===== src/sv/spi_msc_pkg.sv =====
`timescale 1ns / 1ps
// shared types and constants of the spi master/slave controller
// no dependencies

package spi_msc_pkg;

    localparam int MAX_FRAME_BITS = 16;
    localparam int WORD_W         = MAX_FRAME_BITS;
    localparam int TOP_W          = $clog2(MAX_FRAME_BITS);
    localparam int COUNT_W        = TOP_W + 1;
    localparam int TICK_W         = 16;
    localparam int CFG_INDEX_W    = 3;
    localparam int CFG_DATA_W     = 16;

    localparam logic [TOP_W-1:0]  MIN_FRAME_TOP = TOP_W'(4 - 1);
    localparam logic [TOP_W-1:0]  MAX_FRAME_TOP = TOP_W'(MAX_FRAME_BITS - 1);
    localparam logic [TOP_W-1:0]  RESET_FRAME_TOP = TOP_W'(7);
    localparam logic [TICK_W-1:0] RESET_HALF_PERIOD = TICK_W'(1);

    localparam logic [CFG_INDEX_W-1:0] CFG_SLAVE_MODE     = 3'd0;
    localparam logic [CFG_INDEX_W-1:0] CFG_CLOCK_POLARITY = 3'd1;
    localparam logic [CFG_INDEX_W-1:0] CFG_TX_DISABLE     = 3'd2;
    localparam logic [CFG_INDEX_W-1:0] CFG_FRAME_BITS     = 3'd3;
    localparam logic [CFG_INDEX_W-1:0] CFG_HALF_PERIOD    = 3'd4;

    typedef enum logic [1:0] {
        ACT_TICK   = 2'd0,
        ACT_WRITE  = 2'd1,
        ACT_READ   = 2'd2,
        ACT_ENABLE = 2'd3
    } action_t;

    typedef struct packed {
        action_t             action;
        logic [WORD_W-1:0]   tx_word;
        logic                enable_value;
        logic                select_pin;
        logic                clock_pin;
        logic                data_in_pin;
    } cmd_t;

    typedef struct packed {
        logic                clock_out;
        logic                select_out;
        logic                data_out;
        logic [WORD_W-1:0]   rx_word;
        logic                rx_word_valid;
        logic                write_accepted;
        logic                busy_res;
        logic                tx_empty;
        logic                tx_not_full;
        logic                rx_not_empty;
        logic                rx_full;
        logic                frame_received;
    } rsp_t;

    typedef struct packed {
        logic                slave_mode;
        logic                clock_polarity;
        logic                tx_output_disable;
        logic [TOP_W-1:0]    frame_bits_minus_one;
        logic [TICK_W-1:0]   half_period_ticks;
    } cfg_t;

endpackage


===== src/sv/spi_master_slave_controller_unit.sv =====
`timescale 1ns / 1ps
// top level of the spi master/slave controller: command and result registers
// depends on spi_msc_pkg, spi_msc_cfg, spi_msc_core
//
// usage
// cmd channel: one transfer per item (timer tick with sampled pins, transmit
//   write, receive read or enable change), taken when cmd_valid is high and
//   cmd_stall is low
// rsp channel: exactly one result per command, in order, taken when
//   rsp_valid is high and rsp_stall is low
// cfg channel: register index and data, taken when cfg_valid and cfg_ready
//   are high; cfg_ready is always high, unknown indexes are ignored
// result path: the command register holds the command, then the result register
//   holds its result until the result transfer
// throughput: one command per cycle while rsp_stall is low, set by the single
//   state-update pass between the command register and the result register
// reset: all controller state, status flags, pins and configuration registers
//   return to their reset values, both channels empty
// receiver stall: the result register holds; one more command is held in
//   the command register, then cmd_stall rises until the result is taken

module spi_master_slave_controller_unit (
    input  logic                                 clk,
    input  logic                                 rst_n,
    input  logic                                 cmd_valid,
    output logic                                 cmd_stall,
    input  spi_msc_pkg::cmd_t                    cmd,
    output logic                                 rsp_valid,
    input  logic                                 rsp_stall,
    output spi_msc_pkg::rsp_t                    rsp,
    input  logic                                 cfg_valid,
    output logic                                 cfg_ready,
    input  logic [spi_msc_pkg::CFG_INDEX_W-1:0]  cfg_index,
    input  logic [spi_msc_pkg::CFG_DATA_W-1:0]   cfg_data
);
    import spi_msc_pkg::*;

    cfg_t  cfg;
    cmd_t  cmd_reg;
    logic  cmd_valid_reg;
    rsp_t  rsp_reg;
    rsp_t  rsp_next;
    logic  rsp_valid_reg;
    logic  advance;
    logic  fire;

    assign cfg_ready = 1'b1;
    assign advance   = !rsp_valid_reg || !rsp_stall;
    assign cmd_stall = cmd_valid_reg && !advance;
    assign fire      = cmd_valid_reg && advance;

    spi_msc_cfg u_cfg (
        .clk       (clk),
        .rst_n     (rst_n),
        .cfg_valid (cfg_valid),
        .cfg_index (cfg_index),
        .cfg_data  (cfg_data),
        .cfg       (cfg)
    );

    spi_msc_core u_core (
        .clk    (clk),
        .rst_n  (rst_n),
        .fire   (fire),
        .cmd    (cmd_reg),
        .cfg    (cfg),
        .result (rsp_next)
    );

    always_ff @(posedge clk or negedge rst_n)
    begin
        if (!rst_n)
        begin
            cmd_valid_reg <= 1'b0;
            rsp_valid_reg <= 1'b0;
        end
        else
        begin
            if (!cmd_stall)
            begin
                cmd_valid_reg <= cmd_valid;
            end
            if (advance)
            begin
                rsp_valid_reg <= cmd_valid_reg;
            end
        end
    end

    always_ff @(posedge clk)
    begin
        if (!cmd_stall && cmd_valid)
        begin
            cmd_reg <= cmd;
        end
        if (fire)
        begin
            rsp_reg <= rsp_next;
        end
    end

    assign rsp_valid = rsp_valid_reg;
    assign rsp       = rsp_reg;

endmodule


===== src/sv/spi_msc_cfg.sv =====
`timescale 1ns / 1ps
// configuration register file of the spi master/slave controller
// depends on spi_msc_pkg

module spi_msc_cfg (
    input  logic                                 clk,
    input  logic                                 rst_n,
    input  logic                                 cfg_valid,
    input  logic [spi_msc_pkg::CFG_INDEX_W-1:0]  cfg_index,
    input  logic [spi_msc_pkg::CFG_DATA_W-1:0]   cfg_data,
    output spi_msc_pkg::cfg_t                    cfg
);
    import spi_msc_pkg::*;

    cfg_t cfg_reg;

    always_ff @(posedge clk or negedge rst_n)
    begin
        if (!rst_n)
        begin
            cfg_reg.slave_mode           <= 1'b0;
            cfg_reg.clock_polarity       <= 1'b0;
            cfg_reg.tx_output_disable    <= 1'b0;
            cfg_reg.frame_bits_minus_one <= RESET_FRAME_TOP;
            cfg_reg.half_period_ticks    <= RESET_HALF_PERIOD;
        end
        else if (cfg_valid)
        begin
            unique case (cfg_index)
                CFG_SLAVE_MODE:     cfg_reg.slave_mode <= cfg_data[0];
                CFG_CLOCK_POLARITY: cfg_reg.clock_polarity <= cfg_data[0];
                CFG_TX_DISABLE:     cfg_reg.tx_output_disable <= cfg_data[0];
                CFG_FRAME_BITS:     cfg_reg.frame_bits_minus_one <= cfg_data[TOP_W-1:0];
                CFG_HALF_PERIOD:    cfg_reg.half_period_ticks <= cfg_data[TICK_W-1:0];
                default:            cfg_reg <= cfg_reg;
            endcase
        end
    end

    assign cfg = cfg_reg;

endmodule


===== src/sv/spi_msc_core.sv =====
`timescale 1ns / 1ps
// controller state and single-pass next-state logic for one transfer
// depends on spi_msc_pkg

module spi_msc_core (
    input  logic                clk,
    input  logic                rst_n,
    input  logic                fire,
    input  spi_msc_pkg::cmd_t   cmd,
    input  spi_msc_pkg::cfg_t   cfg,
    output spi_msc_pkg::rsp_t   result
);
    import spi_msc_pkg::*;

    logic                enabled_reg, enabled_next;
    logic                working_reg, working_next;
    logic                clock_level_reg, clock_level_next;
    logic [TICK_W-1:0]   tick_count_reg, tick_count_next;
    logic [COUNT_W-1:0]  tx_count_reg, tx_count_next;
    logic [COUNT_W-1:0]  rx_count_reg, rx_count_next;
    logic [WORD_W-1:0]   tx_shift_reg, tx_shift_next;
    logic [WORD_W-1:0]   rx_shift_reg, rx_shift_next;
    logic                tfe_reg, tfe_next;
    logic                tnf_reg, tnf_next;
    logic                rne_reg, rne_next;
    logic                rff_reg, rff_next;
    logic                bsy_reg, bsy_next;
    logic                pin_clk_reg, pin_clk_next;
    logic                pin_sel_reg, pin_sel_next;
    logic                pin_dat_reg, pin_dat_next;

    logic [TOP_W-1:0]    top;
    logic [COUNT_W-1:0]  frame_len;
    logic [WORD_W:0]     mask_wide;
    logic [WORD_W-1:0]   frame_mask;
    logic                pol;
    logic [WORD_W-1:0]   rx_word;
    logic                rx_valid;
    logic                accepted;
    logic                got;
    logic                lead;
    logic                shift_act;
    logic                sample_act;

    always_comb
    begin
        top = (cfg.frame_bits_minus_one < MIN_FRAME_TOP) ? MIN_FRAME_TOP
                                                         : cfg.frame_bits_minus_one;
        if (top > MAX_FRAME_TOP)
        begin
            top = MAX_FRAME_TOP;
        end
        frame_len  = COUNT_W'(top) + COUNT_W'(1);
        mask_wide  = ((WORD_W+1)'(1) << frame_len) - (WORD_W+1)'(1);
        frame_mask = mask_wide[WORD_W-1:0];
    end

    assign pol = cfg.clock_polarity;

    always_comb
    begin
        enabled_next     = enabled_reg;
        working_next     = working_reg;
        clock_level_next = clock_level_reg;
        tick_count_next  = tick_count_reg;
        tx_count_next    = tx_count_reg;
        rx_count_next    = rx_count_reg;
        tx_shift_next    = tx_shift_reg;
        rx_shift_next    = rx_shift_reg;
        tfe_next         = tfe_reg;
        tnf_next         = tnf_reg;
        rne_next         = rne_reg;
        rff_next         = rff_reg;
        bsy_next         = bsy_reg;
        pin_clk_next     = pin_clk_reg;
        pin_sel_next     = pin_sel_reg;
        pin_dat_next     = pin_dat_reg;
        rx_word          = '0;
        rx_valid         = 1'b0;
        accepted         = 1'b0;
        got              = 1'b0;
        lead             = 1'b0;
        shift_act        = 1'b0;
        sample_act       = 1'b0;

        unique case (cmd.action)
            ACT_TICK:
            begin
                if (working_reg || enabled_reg)
                begin
                    if (!working_reg)
                    begin
                        bsy_next     = 1'b0;
                        working_next = 1'b1;
                    end
                    if (cfg.slave_mode)
                    begin
                        if (cmd.select_pin)
                        begin
                            // standby
                            clock_level_next = pol;
                            tx_count_next    = '0;
                            rx_count_next    = '0;
                            bsy_next         = 1'b0;
                            if (!enabled_next)
                            begin
                                working_next = 1'b0;
                            end
                        end
                        else
                        begin
                            bsy_next = 1'b1;
                            if (clock_level_reg && !cmd.clock_pin)
                            begin
                                shift_act        = pol;
                                sample_act       = !pol;
                                clock_level_next = 1'b0;
                            end
                            else if (!clock_level_reg && cmd.clock_pin)
                            begin
                                shift_act        = !pol;
                                sample_act       = pol;
                                clock_level_next = 1'b1;
                            end
                            if (shift_act && !cfg.tx_output_disable && !tfe_reg)
                            begin
                                pin_dat_next  = tx_shift_reg[top];
                                tx_shift_next = {tx_shift_reg[WORD_W-2:0], 1'b0};
                                tx_count_next = tx_count_reg + COUNT_W'(1);
                                if (tx_count_next == frame_len)
                                begin
                                    tx_count_next = '0;
                                    tfe_next      = 1'b1;
                                    tnf_next      = 1'b1;
                                    if (!enabled_reg)
                                    begin
                                        clock_level_next = pol;
                                        tx_count_next    = '0;
                                        rx_count_next    = '0;
                                        bsy_next         = 1'b0;
                                        working_next     = 1'b0;
                                    end
                                end
                            end
                            if (sample_act && !rff_reg)
                            begin
                                rx_shift_next = {rx_shift_reg[WORD_W-2:0], cmd.data_in_pin};
                                rx_count_next = rx_count_reg + COUNT_W'(1);
                                if (rx_count_next == frame_len)
                                begin
                                    rx_count_next = '0;
                                    rx_shift_next = rx_shift_next & frame_mask;
                                    rff_next      = 1'b1;
                                    rne_next      = 1'b1;
                                    got           = 1'b1;
                                end
                            end
                        end
                    end
                    else if (tfe_reg)
                    begin
                        // master standby
                        clock_level_next = pol;
                        tx_count_next    = '0;
                        rx_count_next    = '0;
                        bsy_next         = 1'b0;
                        if (!enabled_reg)
                        begin
                            working_next = 1'b0;
                        end
                        pin_clk_next = pol;
                        pin_sel_next = 1'b1;
                    end
                    else
                    begin
                        bsy_next        = 1'b1;
                        pin_sel_next    = 1'b0;
                        tick_count_next = tick_count_reg + TICK_W'(1);
                        if (tick_count_next == cfg.half_period_ticks)
                        begin
                            lead             = (clock_level_reg == pol);
                            tick_count_next  = '0;
                            clock_level_next = !clock_level_reg;
                            pin_clk_next     = clock_level_next;
                            if (lead)
                            begin
                                pin_dat_next  = tx_shift_reg[top];
                                tx_shift_next = {tx_shift_reg[WORD_W-2:0], 1'b0};
                                tx_count_next = tx_count_reg + COUNT_W'(1);
                            end
                            else
                            begin
                                if (!rff_reg)
                                begin
                                    rx_shift_next = {rx_shift_reg[WORD_W-2:0],
                                                     cmd.data_in_pin};
                                    rx_count_next = rx_count_reg + COUNT_W'(1);
                                    if (rx_count_next == frame_len)
                                    begin
                                        rx_count_next = '0;
                                        rx_shift_next = rx_shift_next & frame_mask;
                                        rff_next      = 1'b1;
                                        rne_next      = 1'b1;
                                        got           = 1'b1;
                                    end
                                end
                                if (tx_count_reg == frame_len)
                                begin
                                    tx_count_next = '0;
                                    tfe_next      = 1'b1;
                                    tnf_next      = 1'b1;
                                    if (!enabled_reg)
                                    begin
                                        clock_level_next = pol;
                                        rx_count_next    = '0;
                                        bsy_next         = 1'b0;
                                        working_next     = 1'b0;
                                        pin_clk_next     = pol;
                                        pin_sel_next     = 1'b1;
                                    end
                                end
                            end
                        end
                    end
                end
            end
            ACT_WRITE:
            begin
                if (tnf_reg)
                begin
                    tx_shift_next = cmd.tx_word;
                    tnf_next      = 1'b0;
                    tfe_next      = 1'b0;
                    accepted      = 1'b1;
                end
            end
            ACT_READ:
            begin
                if (rne_reg)
                begin
                    rx_word  = rx_shift_reg;
                    rx_valid = 1'b1;
                    rne_next = 1'b0;
                    rff_next = 1'b0;
                end
            end
            ACT_ENABLE:
            begin
                enabled_next = cmd.enable_value;
            end
        endcase

        result.clock_out      = pin_clk_next;
        result.select_out     = pin_sel_next;
        result.data_out       = pin_dat_next;
        result.rx_word        = rx_word;
        result.rx_word_valid  = rx_valid;
        result.write_accepted = accepted;
        result.busy_res       = bsy_next;
        result.tx_empty       = tfe_next;
        result.tx_not_full    = tnf_next;
        result.rx_not_empty   = rne_next;
        result.rx_full        = rff_next;
        result.frame_received = got;
    end

    always_ff @(posedge clk or negedge rst_n)
    begin
        if (!rst_n)
        begin
            enabled_reg     <= 1'b0;
            working_reg     <= 1'b0;
            clock_level_reg <= 1'b0;
            tick_count_reg  <= '0;
            tx_count_reg    <= '0;
            rx_count_reg    <= '0;
            tx_shift_reg    <= '0;
            rx_shift_reg    <= '0;
            tfe_reg         <= 1'b1;
            tnf_reg         <= 1'b1;
            rne_reg         <= 1'b0;
            rff_reg         <= 1'b0;
            bsy_reg         <= 1'b0;
            pin_clk_reg     <= 1'b0;
            pin_sel_reg     <= 1'b1;
            pin_dat_reg     <= 1'b0;
        end
        else if (fire)
        begin
            enabled_reg     <= enabled_next;
            working_reg     <= working_next;
            clock_level_reg <= clock_level_next;
            tick_count_reg  <= tick_count_next;
            tx_count_reg    <= tx_count_next;
            rx_count_reg    <= rx_count_next;
            tx_shift_reg    <= tx_shift_next;
            rx_shift_reg    <= rx_shift_next;
            tfe_reg         <= tfe_next;
            tnf_reg         <= tnf_next;
            rne_reg         <= rne_next;
            rff_reg         <= rff_next;
            bsy_reg         <= bsy_next;
            pin_clk_reg     <= pin_clk_next;
            pin_sel_reg     <= pin_sel_next;
            pin_dat_reg     <= pin_dat_next;
        end
    end

endmodule


===== config.mk =====
export PLATFORM = sky130hd
export DESIGN_NAME = spi_master_slave_controller_unit
export DESIGN_NICKNAME = d
export VERILOG_FILES = /design/src/sv/spi_msc_pkg.sv /design/src/sv/spi_master_slave_controller_unit.sv /design/src/sv/spi_msc_cfg.sv /design/src/sv/spi_msc_core.sv
export SDC_FILE = /design/constraint.sdc
export NUM_CORES = 1
export LEC_CHECK = 0
export BUFFER_PORTS_ARGS = -buffer_cell sky130_fd_sc_hd__buf_2
export CELL_PAD_IN_SITES_DETAIL_PLACEMENT = 0
export CELL_PAD_IN_SITES_GLOBAL_PLACEMENT = 1
export CORE_MARGIN = 2
export CORE_UTILIZATION = 47
export DETAILED_ROUTE_END_ITERATION = 6
export GPL_ROUTABILITY_DRIVEN = 0
export MAX_ROUTING_LAYER = met4
export PLACE_DENSITY = 0.88
export RECOVER_POWER = 100
export SKIP_CTS_REPAIR_TIMING = 1
export SLEW_MARGIN = 25
export SYNTH_ARGS = -nofsm -noshare
export SYNTH_HDL_FRONTEND = slang
export SYNTH_SLANG_ARGS = --single-unit

===== constraint.sdc =====
create_clock -name clk -period 4.6 [get_ports clk]
set_clock_uncertainty 0.05 [all_clocks]
set_input_delay 0.23 -clock clk [delete_from_list [all_inputs] [get_ports clk]]
set_output_delay 0.23 -clock clk [all_outputs]
set_load 0.05 [all_outputs]

After elaboration in Yosys (flattened, before gate mapping)

Cells that the tools add are included.

Register bits: 143
Latch bits: 0
Bits in writable memories: 0
Memory bits (read-only): 0
Input port bits: 46
Output and inout bits: 30
Logic and storage cells: 277
Memories: 0

Add/subtract/negate cells: 5
$mul: 0
Divide/modulo/power cells: 0
$lt $le $gt $ge: 3
Eq/ne operators: 29
Shift operators: 1
Multiplexer cells: 154
Bitwise gates (word level): 3
Reductions and logical operators: 41

Operators with widths:

| cell                                                                   | number |
|---|---|
| 16-bit two-way mux                                                     | 17 |
| 1-bit two-way mux                                                      | 108 |
| 5-bit two-way mux                                                      | 21 |
| 16-bit case mux with 2 select lines                                    | 1 |
| 9-bit AND reduction                                                    | 2 |
| 16-bit by 1-bit adder with 16-bit output (second input constant)       | 1 |
| 16-bit AND                                                             | 1 |
| 16-bit equality test                                                   | 1 |
| 2-bit AND reduction                                                    | 8 |
| 1-bit by 5-bit left shift with 16-bit output (first input constant)    | 1 |
| 16-bit by 2-bit subtractor with 16-bit output (second input constant)  | 1 |
| 5-bit equality test                                                    | 3 |
| 3-bit by 2-bit != test with 1-bit output (second input constant)       | 5 |
| 5-bit by 1-bit adder with 5-bit output (second input constant)         | 2 |
| 1-bit zero test                                                        | 10 |
| 1-bit logical AND                                                      | 8 |
| 4-bit two-way mux                                                      | 2 |
| 2-bit != test (second input constant)                                  | 4 |
| 4-bit by 2-bit != test with 1-bit output (second input constant)       | 2 |
| 1-bit case mux with 2 select lines                                     | 4 |
| 8-bit AND reduction                                                    | 1 |
| 3-bit by 2-bit equality test with 1-bit output (second input constant) | 2 |
| 2-bit by 1-bit != test with 1-bit output (second input constant)       | 3 |
| 3-bit != test (second input constant)                                  | 2 |
| other kinds (22)                                                       | 26 |

Longest topological paths before layout

Depth after elaboration: 15
Depth in mapped cells: 18
Depth with buffers taken out: 16

Cells and area by module

Synthesis repeated with hierarchy kept, for this count alone.

Cell total of the unflattened synthesis: 758
Area total of the unflattened synthesis: 8276.7 µm²

By module, submodules not included:

| module                           | times used | cells each | area each (µm²) | seq. area each (µm²) |
|---|---|---|---|---|
| spi_msc_core                     | 1          | 646        | 5740.5          | 1730.4 |
| spi_master_slave_controller_unit | 1          | 59         | 1575.3          | 1521.5 |
| spi_msc_cfg                      | 1          | 53         | 960.9           | 580.6 |

Worst setup path before layout

OpenSTA, ideal clock, no wires.

Kind: flip-flop to flip-flop
Start: register u_cfg.cfg_reg (netlist bit u_cfg.cfg[18])
End: register u_core.rx_count_reg[3]
Library setup time: 124 ps
Arrival time: 3600 ps
Data required time: 4426 ps
Setup slack: 826 ps
Stages on the path, launching flop included: 15
Buffers on the path: 2
Period minus slack after synthesis: 3774 ps
Cells stage by stage: dfstp_2 -> clkbuf_1 -> nor2_1 -> or2_2 -> ha_1 -> clkbuf_1 -> xor2_1 -> xor2_1 -> or3_1 -> a2111o_1 -> nor3_1 -> nor3_1 -> a211oi_4 -> o31ai_2 -> a211o_1

Word-level cells in the longest chain between the ends: 14
Elaborated cells on any way between the ends: 20
Those cells by class: 1 x add/sub; 2 x order compare; 4 x eq/ne; 12 x mux; 1 x reduce/logical

RTL lines:

| item                                          | line                                     | source |
|---|---|---|
| start, declared                               | spi_msc_cfg.sv:15                        | `cfg_t cfg_reg;` |
| start signal, assigned                        | spi_msc_cfg.sv:35                        | `default: cfg_reg <= cfg_reg;` |
| 4-bit by 2-bit < comparator with 1-bit output | spi_msc_core.sv:47                       | `top = (cfg.frame_bits_minus_one < MIN_FRAME_TOP) ? MIN_FRAME_TOP` |
| 4-bit two-way mux (*)                         | spi_msc_core.sv:47                       |  |
| 4-bit > comparator                            | spi_msc_core.sv:49                       | `if (top > MAX_FRAME_TOP)` |
| 4-bit two-way mux (*)                         | spi_msc_core.sv:49                       |  |
| 4-bit by 1-bit adder with 5-bit output (*)    | spi_msc_core.sv:53                       | `frame_len = COUNT_W'(top) + COUNT_W'(1);` |
| 5-bit equality test                           | spi_msc_core.sv:149, spi_msc_core.sv:198 |  |
| 5-bit two-way mux                             | spi_msc_core.sv:149, spi_msc_core.sv:198 |  |
| 5-bit two-way mux                             | spi_msc_core.sv:193                      | `if (!rff_reg)` |
| 5-bit two-way mux                             | spi_msc_core.sv:212                      | `if (!enabled_reg)` |
| 5-bit two-way mux                             | spi_msc_core.sv:207                      | `if (tx_count_reg == frame_len)` |
| 5-bit two-way mux                             | spi_msc_core.sv:185                      | `if (lead)` |
| 5-bit two-way mux                             | spi_msc_core.sv:179                      | `if (tick_count_next == cfg.half_period_ticks)` |
| 5-bit two-way mux                             | spi_msc_core.sv:160                      | `else if (tfe_reg)` |
| 5-bit two-way mux                             | spi_msc_core.sv:96                       | `if (cfg.slave_mode)` |
| end signal, assigned                          | spi_msc_core.sv:295                      | `rx_count_reg <= rx_count_next;` |
| end, declared                                 | spi_msc_core.sv:20                       | `logic [COUNT_W-1:0] rx_count_reg, rx_count_next;` |

Mark *: on every way between the ends. The rest lies on a longest branch, timed or not. The select of a mux whose other input is x is not followed.
A chain may end at the register's enable or synchronous reset.

Worst setup path after layout

Start: register u_cfg.cfg_reg (netlist bit u_cfg.cfg[18])
End: register u_core.tx_count_reg[4]

Word-level cells in the longest chain between the ends: 10
Elaborated cells on any way between the ends: 13
Those cells by class: 1 x add/sub; 2 x order compare; 2 x eq/ne; 6 x mux; 2 x reduce/logical

RTL lines:

| item                                          | line                | source |
|---|---|---|
| 4-bit by 2-bit < comparator with 1-bit output | spi_msc_core.sv:47  |  |
| 4-bit two-way mux (*)                         | spi_msc_core.sv:47  |  |
| 4-bit > comparator                            | spi_msc_core.sv:49  |  |
| 4-bit two-way mux (*)                         | spi_msc_core.sv:49  |  |
| 4-bit by 1-bit adder with 5-bit output (*)    | spi_msc_core.sv:53  |  |
| 5-bit equality test                           | spi_msc_core.sv:130 | `if (tx_count_next == frame_len)` |
| 5-bit two-way mux                             | spi_msc_core.sv:130 |  |
| 5-bit two-way mux                             | spi_msc_core.sv:125 | `if (shift_act && !cfg.tx_output_disable && !tfe_reg)` |
| 5-bit two-way mux                             | spi_msc_core.sv:98  | `if (cmd.select_pin)` |
| 5-bit two-way mux                             | spi_msc_core.sv:96  |  |
| end signal, assigned                          | spi_msc_core.sv:294 | `tx_count_reg <= tx_count_next;` |
| end, declared                                 | spi_msc_core.sv:19  | `logic [COUNT_W-1:0] tx_count_reg, tx_count_next;` |

Marked as above.

==> impl_results.md <==
- Crit path required time: 4880 ps
- Nets: 903
- Drt first-iter violations: 363
- Mapped Avg Cell Area: 10.3 um^2
- Crit path largest cell delay: 710 ps
- Commonest non-fill, non-tap cell in the layout: dfrtp_1
- Vias in the first global route: 5791
- Worst slack, placed: 559 ps
- Post-synth EDFFs: 49
- Sink Count: 143
- Via count: 5944
- Largest net degree at the start of global routing: 55
- Post-detail-place hpwl: 11600 um
- First-pass GRT wire length: 28000 um
- Final WS setup: 425 ps
- Hold Fails Final Rpt: 0
- Leak: 3.65 nW
- Slew Viols, Final: 101
- Clock slew at reported path FFs: 60 ps
- Type of the worst setup path: reg2reg
- Register bit total from synthesis: 143
- Cell Pwr Density: 448 mW/mm^2
- Rel. slew slack: -0.604
- Ys flop type: dfrtp_1
- Clk root buf: clkbuf_16
- Total track usage: 0.203
- Synth warn: 0
- Initial antenna violation count: 0
- F_max: 240 MHz
- Chip height: 132 um
- IO Count: 76
- Latest clock arrival within the worst-skew pair: 430 ps
- Grt ovf: 0
- Filler Cell Count: 1396
- Top cell type's share of synthesized area: 0.282
- Area of the multi-input gates: 0.00363 mm^2
- Initial core utilization: 0.483
- Seq pwr share: 0.408
- Final worst-path cycle share: 0.908
- FF+latch area: 0.00383 mm^2
- DR pass1 iterations: 4
- Cell taking the most area after synthesis: dfrtp_1
- Slowest library cell on the worst path: dfstp_2
- Most frequent cells in the layout: 87 x dfrtp_1, 73 x o21ai_0, 67 x nand2_1
- Status: finished, violations left
- Core area: 0.0160 mm^2
- Peak supply drop: 0.290 mV
- Logic gate share of total power: 0.258
- WL/cell: 15.8 um
- Synth Net Count: 807
- CTS H-tree lvls: 4
- Critical Path End Type: flip-flop
- Full die area: 0.0175 mm^2
- Int Pwr: 2.75 mW
- Worst slew pin tran: 2410 ps
- CTS buffer count: 17
- Port Buffer Count: 74
- Share of cells above drive strength 1: 0.179
- Clock network fraction of total power: 0.334
- RSZ-0062 raised after global routing: no
- Crit path DAT: 4450 ps
- Post-layout min period: 4170 ps
- Async S/R FF share, synth: 0.657
- DRT Wirelength: 16900 um
- Area Growth Syn to Fin: 18.2%
- Drt via density: 5.53
- CTS tree: built
- CP Launch Type: flip-flop
- Cells after Synth: 749
- Post-synth cell types: 77
- Sequential area share after synthesis: 0.496
- Largest cells by area after synthesis: dfrtp_1 28%, edfxtp_1 19%, mux2_2 8.2%
- Cell Rows: 46
- Remaining antenna violation count: 0
- Sw Ratio: 0.328
- Die W: 132 um
- Hold Path Class: in2reg
- Antenna Cells: 0
- Net Switching: 1.34 mW
- Crit path cell chain: nor2_1, or2_2, ha_1, clkbuf_2, nand2_1, o22ai_1, a221oi_1, nand4_1, a2111oi_0, o21ai_1, or4_1, o211ai_1
- CP max FO: 19
- MaxCap Viol Count: 3
- Final setup viols: 0
- TNS Setup: 0 ps
- DRC: 0
- Max FFs per register: 27
- Synthesized area: 0.00773 mm^2
- Failing checks: capacitance limit, slew limit
- Longest Clk Path Bufs: 2
==> power groups by stage <==
stage / sequential, mW / combinational (mW) / clock (mW)
finish: 1.67 / 1.06 / 1.37
global route: 1.70 / 1.18 / 1.45
CTS: 1.67 / 1.04 / 1.39
detailed placement: 1.69 / 1.04 / 0
global placement: 1.68 / 1.01 / 0
floorplan: 1.67 / 0.789 / 0
==> per-layer routing <==
layer	up-vias	share of wire	routed length, um	track usage
met5	-	0	0	-
met2	163	0.49	8260	0.328
met4	0	0.016	269	0.0741
met1	2864	0.45	7620	0.252
met3	23	0.046	776	0.0438
li1	2894	-	-	-
==> through the flow <==
stage                     instance area [um^2]  utilization  power, mW  hold WS, ps  instances
after global routing                      9140        0.571       4.33         1.01       1074
after floorplan                           7730            -       2.46         -116        749
after detailed placement                  8280        0.517       2.73          213       1006
after CTS                                 8860        0.554       4.10         -246       1038
final                                     9140        0.571       4.09         7.12       1074
after global placement                    8280        0.517       2.69          198       1006
==> cell families (layout without fill, tap and decap cells) <==
family | Yosys count | count (layout) | share of synthesized area
adder cells (fa/ha/maj) | 12 | 12 | 0.0194
other | 1 | 1 | 0.000485
flip-flops | 143 | 143 | 0.496
AO/OA/AOI/OAI | 163 | 163 | 0.133
buffers and inverters | 62 | 171 | 0.0319
multiplexers | 66 | 66 | 0.0994
AND/OR/NAND/NOR | 264 | 264 | 0.175
XOR/XNOR | 38 | 38 | 0.0450
==> worst max-delay path, delay by kind of cell (launching register included) <==
kind                       cells  cell delay [ps]
buffers and inverters          1              230
and+or+nand+nor                5             1470
DFF                            1              710
AOI/OAI and AO/OA              5             1370
adders and majority gates      1              240
==> final timing paths <==
kind | endpoint | cells after the start | from | slack (ps)
worst min register to register | u_core.rx_shift_reg[15] | 2 | u_core.rx_shift_reg[15] | 430
worst min-delay path | u_cfg.cfg[5] | 2 | cfg_data[5] | 7
max in group asynchronous | u_core.rx_shift_reg[14] | 3 | rst_n | 1120
min in group asynchronous | u_core.tx_shift_reg[0] | 2 | rst_n | 1020
worst max register to register | u_core.tx_count_reg[4] | 12 | u_cfg.cfg[18] | 430
worst max-delay path | u_core.tx_count_reg[4] | 12 | u_cfg.cfg[18] | 430
==> final cells by class <==
cell class	count	area share
multi-input combinational	544	0.398
timing repair buffer	119	0.0809
tap	216	0.0296
clock inverter	14	0.0171
clock buffer	18	0.0470
sequential	143	0.419
inverter	20	0.00822
==> Yosys cell counts, drive strengths merged, types with 11 or more instances <==
library cell / instances
o31ai: 13
o21ai: 77
mux2: 56
nor2b: 11
clkbuf: 29
ha: 12
xnor2: 26
nand2: 67
inv: 19
nand2b: 11
edfxtp: 49
nor3: 15
and2: 25
nor2: 62
a21oi: 22
xor2: 11
dfrtp: 87
buf: 13
nand3: 21
Note: power is estimated with default switching activity, not from simulation.
